==> config.mk <==
export PLATFORM = sky130hd
export DESIGN_NAME = sbit_prep
export DESIGN_NICKNAME = d
export VERILOG_FILES = /design/src/hw/rtl/sbit_pkg.sv /design/src/hw/rtl/sbit_prep.sv
export SDC_FILE = /design/constraint.sdc
export NUM_CORES = 2
export LEC_CHECK = 0
export ABC_AREA = 1
export BUFFER_PORTS_ARGS = -buffer_cell sky130_fd_sc_hd__buf_2
export CAP_MARGIN = 40
export CELL_PAD_IN_SITES_DETAIL_PLACEMENT = 1
export CELL_PAD_IN_SITES_GLOBAL_PLACEMENT = 2
export CORE_MARGIN = 2
export CORE_UTILIZATION = 35
export DETAILED_ROUTE_END_ITERATION = 8
export GPL_ROUTABILITY_DRIVEN = 0
export GPL_TIMING_DRIVEN = 0
export PLACE_DENSITY = 0.86
export SYNTH_ARGS = -nofsm -noshare
export SYNTH_HDL_FRONTEND = slang
export SYNTH_SLANG_ARGS = --single-unit
export TNS_END_PERCENT = 100
==> constraint.sdc <==
create_clock -name clk -period 30 [get_ports clk]
set_input_delay 3 -clock clk [delete_from_list [all_inputs] [get_ports clk]]
set_output_delay 3 -clock clk [all_outputs]
set_load 0.01 [all_outputs]
==> src/hw/rtl/sbit_pkg.sv <==
package sbit_pkg;

  localparam int NUM_AXES  = 3;
  localparam int NUM_FACES = 6;

  // Per-face control bits that ride along with the divider data
  typedef struct packed {
    logic den_neg;  // entering face
    logic neg;      // quotient sign
    logic big;      // quotient at least two, past any bound that matters
    logic skip;     // parallel face, start inside
    logic miss;     // parallel face, start outside
  } face_flags_t;

endpackage

==> src/hw/rtl/sbit_prep.sv <==
module sbit_prep #(
  parameter int CW = 32
) (
  input  logic clk,
  input  logic rst,
  input  logic in_valid,
  output logic in_ready,
  input  logic [sbit_pkg::NUM_AXES-1:0][CW-1:0] start_pt,
  input  logic [sbit_pkg::NUM_AXES-1:0][CW-1:0] end_pt,
  input  logic [sbit_pkg::NUM_AXES-1:0][CW-1:0] box_lo,
  input  logic [sbit_pkg::NUM_AXES-1:0][CW-1:0] box_hi,
  input  logic [15:0] thr,
  output logic out_valid,
  input  logic out_ready,
  output logic [sbit_pkg::NUM_FACES-1:0][CW+1:0] r_out,
  output logic [sbit_pkg::NUM_FACES-1:0][CW:0] d_out,
  output sbit_pkg::face_flags_t [sbit_pkg::NUM_FACES-1:0] flags_out,
  output logic zlen_out
);
  import sbit_pkg::*;

  localparam int DW = CW + 2;
  localparam int MW = CW + 1;
  localparam int RW = CW + 2;

  logic [NUM_FACES-1:0][RW-1:0] r_next;
  logic [NUM_FACES-1:0][MW-1:0] d_next;
  face_flags_t [NUM_FACES-1:0] flags_next;
  logic zlen_next;

  for (genvar f = 0; f < NUM_FACES; f++) begin : g_face
    localparam int AX = f / 2;
    logic signed [DW-1:0] sv, ev, lv, hv, dir, num, den;
    logic [MW-1:0] mn, md;
    logic par;
    always_comb begin
      sv  = DW'(signed'(start_pt[AX]));
      ev  = DW'(signed'(end_pt[AX]));
      lv  = DW'(signed'(box_lo[AX]));
      hv  = DW'(signed'(box_hi[AX]));
      dir = ev - sv;
      if (f % 2 == 0) begin
        num = sv - lv;
        den = -dir;
      end else begin
        num = hv - sv;
        den = dir;
      end
      mn  = num[DW-1] ? MW'(-num) : MW'(num);
      md  = den[DW-1] ? MW'(-den) : MW'(den);
      par = (md == '0) || (md < MW'(thr));
      flags_next[f].den_neg = den[DW-1];
      flags_next[f].neg     = num[DW-1] ^ den[DW-1];
      flags_next[f].big     = {1'b0, mn} >= {md, 1'b0};
      flags_next[f].skip    = par && !num[DW-1];
      flags_next[f].miss    = par && num[DW-1];
      r_next[f] = RW'(mn);
      d_next[f] = md;
    end
  end

  assign zlen_next = (start_pt == end_pt);
  assign in_ready  = !out_valid || out_ready;

  always_ff @(posedge clk) begin
    if (rst) begin
      out_valid <= 1'b0;
    end else if (in_ready) begin
      out_valid <= in_valid;
    end
  end

  always_ff @(posedge clk) begin
    if (in_ready) begin
      r_out     <= r_next;
      d_out     <= d_next;
      flags_out <= flags_next;
      zlen_out  <= zlen_next;
    end
  end

endmodule

==> reports/metrics.cfg <==
[run_status]
status=completed

[drt]
remaining_number_of_nets_flagged_by_the_antenna_check_after_routing=0
via_count=54660
detail_route.wirelength_mm=240.8
detailedRoute.firstIterationViolations=3637
detail_route.vias_per_cell=5.283
routed_wire_length_per_instance_um=23.27
drc_errors=0
firstDrtPassIters=6

[clocking]
cts_resized=0
cts.clk_slew.worst_paths_ns=0.06
postCtsSetupRepairBufs=0
cts.root.buffer_cell=sky130_fd_sc_hd__clkbuf_16
clock_tree_from_tritoncts=built
cts_hold_buffers=0
htree_levels=2
max_root_sink_buffers=3
cts_buffers=54
clock_insertion_delay_worst_skew_ns=0.69
cts.sinks=425

[job]
drv.max_cap_violation_count=0

[logic_synthesis]
synth_compound_gate_area_share_pct=10.74
synth_enable_flop_cells=424
asyncSetResetFlopFracSynth_pct=0
synth.area.mux_share_pct=0
ys_ff_latch=425
postSynth.topFlopCell=sky130_fd_sc_hd__edfxtp_1
synthCells=7435
seq_area_frac_synth_pct=25.00
synth_top_family_by_area=simple AND/OR/NAND/NOR gates
synth_fa_ha_area_share_pct=14.58
syn_avg_cell_area_um2=6.860
yosysWarningCount=0
synthSimpleGateAreaFrac_pct=32.17
synth_cell_area_um2=51000
yosys.cell_types.count=77
synth_xor_xnor_area_share_pct=7.455

[worst_setup_path]
startpoint_type=primary input
slowest_delay_ns=0.65
reg2reg_depth=4
cell_with_the_biggest_individual_delay_on_the_critical_path=sky130_fd_sc_hd__o21ai_0
crit_top_cell=sky130_fd_sc_hd__nand2_1
cp.required_ns=30.39
crit_fanout=9
critPathKind=primary input to flip-flop
crit_path_end_kind=flip-flop
timing.critical_path.arrival_ns=9.58

[sta]
max_clock_freq_mhz=108.9
postLayoutSetupSlackWorst_ns=20.82
final_setup_vio_count=0
unrepaired_setup_endpoints_after_global_routing=false
fin_crit_ns=9.184
post-route-period-util_pct=30.61
max-slew-margin-rel_pct=35.64
worstMarginPinSlew_ns=0.9654
timing.setup.tns_ns=0
slew_viol_final=0
finalClockSkew_ns=0.02654
finalHoldViolCount=0

[final_layout]
final_layout_size_suffix_gt1_share_pct=15.77
area_growth_pct=17.58
multi_input_comb_area_um2=33150
n_fill_cell=18940
finalNetCount=9375
ff_latch_area_um2=12750
utilization_pct=41.30
finish.instance_area_um2=59970

[floorplanning]
std_cell_rows=140
ios=839
dieArea_um2=148800
y_dimension_of_the_die_um=385.7
start_util_pct=35.12
floorplan.die.width_um=385.7
core-area_um2=145200

[place]
place_ws_ns=20.18
port-buffer-count=832
placed_area_um2=58160
detailed_place_hpwl_mm=211.8

[hold_path]
hold_path_depth=2
hold_path_class=flip-flop to flip-flop

[grt]
grt_start_max_net_pins=71
grt_pass1_wl_mm=347.0
grt_util_all_layers_pct=31.31
globalRouteOverflowTotal=0
grt_antenna_before_repair=17
number_of_global_route_vias_before_repair=55080

[pwr]
ir_worst_vdd_uv=46.38
power.static_leakage_nw=30.97
power_density_nw_per_um2=62.52

[through the flow]
stage          std cells  hold WS (ns)  power [mW]
4_1_cts            10340        0.8637       3.757
3_5_place_dp       10240        0.8547       3.056
6_report           10350        0.8500       3.749
3_3_place_gp       10190         3.164       2.988
2_1_floorplan       7440         3.069       2.197
5_1_grt            10350        0.9057       4.004
[power by group]
| part | switching (mW) | internal, mW |
|---|---|---|
| clock | 0.302 | 0.377 |
| sequential | 0.0805 | 0.886 |
| combinational | 1.45 | 0.658 |
| total | 1.83 | 1.92 |
[kinds of logic after synthesis]
logic type	Yosys count
flops	425
compound gates	977
other cells	1
fa+ha+maj	589
xor+xnor	414
simple gates	3692
buf+inv	1337
[cell type report]
type | instances | share of cell area [%]
antenna | 5 | 0.02086
buffer | 63 | 0.5654
clock buffer | 58 | 2.278
clock inverter | 41 | 0.6927
inverter | 1274 | 7.978
multi-input combinational | 5678 | 55.28
sequential | 425 | 21.26
tap | 1917 | 4.000
timing repair buffer | 886 | 7.916
[cell usage after synthesis (19+ instances only)]
master	number	share of area [%]
sky130_fd_sc_hd__nor4_1	56	0.69
sky130_fd_sc_hd__a21o_1	33	0.49
sky130_fd_sc_hd__nor3_1	123	1.2
sky130_fd_sc_hd__xor2_1	289	5.0
sky130_fd_sc_hd__nand4_1	188	2.3
sky130_fd_sc_hd__nand2_2	96	1.2
sky130_fd_sc_hd__inv_2	41	0.30
sky130_fd_sc_hd__nor2_1	716	5.3
sky130_fd_sc_hd__nor2_4	19	0.42
sky130_fd_sc_hd__nor2_2	52	0.64
sky130_fd_sc_hd__nand2_1	1853	14
sky130_fd_sc_hd__a31oi_1	23	0.28
sky130_fd_sc_hd__xnor2_1	106	1.8
sky130_fd_sc_hd__nand3_2	25	0.49
sky130_fd_sc_hd__nand3_1	469	4.6
sky130_fd_sc_hd__o21bai_1	26	0.38
sky130_fd_sc_hd__o21ai_0	299	2.9
sky130_fd_sc_hd__o21ai_1	19	0.19
sky130_fd_sc_hd__inv_1	1224	9.0
sky130_fd_sc_hd__clkbuf_1	28	0.21
sky130_fd_sc_hd__edfxtp_1	424	25
sky130_fd_sc_hd__nand3b_1	27	0.40
sky130_fd_sc_hd__a21oi_1	449	4.4
sky130_fd_sc_hd__ha_1	580	14
sky130_fd_sc_hd__o21a_1	19	0.28
[layer usage]
layer	vias to the layer above	track usage (%)	routed length, um
met5	-	0	0
li1	26420	-	-
met1	26150	39.27	102400
met4	0	14.64	12950
met2	1693	52.17	110400
met3	402	5.348	15000
[placed cells by master, fill, tap and decap left out, types with 14 or more instances in the layout]
| cell type | Yosys | routed |
|---|---|---|
| sky130_fd_sc_hd__nor2_2 | 52 | 52 |
| sky130_fd_sc_hd__o21ai_1 | 19 | 23 |
| sky130_fd_sc_hd__a21o_1 | 33 | 33 |
| sky130_fd_sc_hd__o21ai_0 | 299 | 295 |
| sky130_fd_sc_hd__a21boi_0 | 15 | 15 |
| sky130_fd_sc_hd__edfxtp_1 | 424 | 424 |
| sky130_fd_sc_hd__inv_2 | 41 | 41 |
| sky130_fd_sc_hd__nand2_4 | 16 | 17 |
| sky130_fd_sc_hd__o21a_1 | 19 | 19 |
| sky130_fd_sc_hd__clkbuf_1 | 28 | 32 |
| sky130_fd_sc_hd__nor4_1 | 56 | 56 |
| sky130_fd_sc_hd__nand2_2 | 96 | 96 |
| sky130_fd_sc_hd__nor2_1 | 716 | 716 |
| sky130_fd_sc_hd__nor2_4 | 19 | 19 |
| sky130_fd_sc_hd__or2_2 | 17 | 17 |
| sky130_fd_sc_hd__nand4_1 | 188 | 188 |
| sky130_fd_sc_hd__o211ai_1 | 17 | 17 |
| sky130_fd_sc_hd__a21oi_1 | 449 | 449 |
| sky130_fd_sc_hd__ha_1 | 580 | 580 |
| sky130_fd_sc_hd__o21bai_1 | 26 | 26 |
| sky130_fd_sc_hd__nand2_1 | 1853 | 1852 |
| sky130_fd_sc_hd__nand3_2 | 25 | 25 |
| sky130_fd_sc_hd__nand3b_1 | 27 | 27 |
| sky130_fd_sc_hd__clkinv_1 | 7 | 14 |
| sky130_fd_sc_hd__buf_2 | 16 | 876 |
| sky130_fd_sc_hd__buf_4 | 10 | 22 |
| sky130_fd_sc_hd__xnor2_1 | 106 | 106 |
| sky130_fd_sc_hd__clkbuf_16 | 0 | 54 |
| sky130_fd_sc_hd__nand3_1 | 469 | 469 |
| sky130_fd_sc_hd__inv_1 | 1224 | 1224 |
| sky130_fd_sc_hd__nor3_1 | 123 | 123 |
| sky130_fd_sc_hd__xor2_1 | 289 | 289 |
| sky130_fd_sc_hd__a31oi_1 | 23 | 23 |
[path summary, 6_finish.rpt]
check | start | endpoint | slack, ns
min | out_valid$_SDFFE_PP0P_ | out_valid$_SDFFE_PP0P_ | 0.85
max reg2reg | out_valid$_SDFFE_PP0P_ | r_out[29]$_DFFE_PP_ | 27.86
max | start_pt[25] | flags_out[0]$_DFFE_PP_ | 20.82
min reg2reg | out_valid$_SDFFE_PP0P_ | out_valid$_SDFFE_PP0P_ | 0.85
[worst max-delay path: cells and delay by family]
family	cells	cell delay (ns)
adder cells (fa/ha/maj)	2	0.69
AO/OA/AOI/OAI	7	1.63
AND/OR/NAND/NOR	22	3.11
buffers and inverters	6	1.11
[flip-flops by register name (all words and copies together), names as in the netlist]
signal / count
zlen_out: 1
out_valid: 1
flags_out: 30
r_out: 198
d_out: 195
No activity file was read; power rests on OpenSTA's default activity.
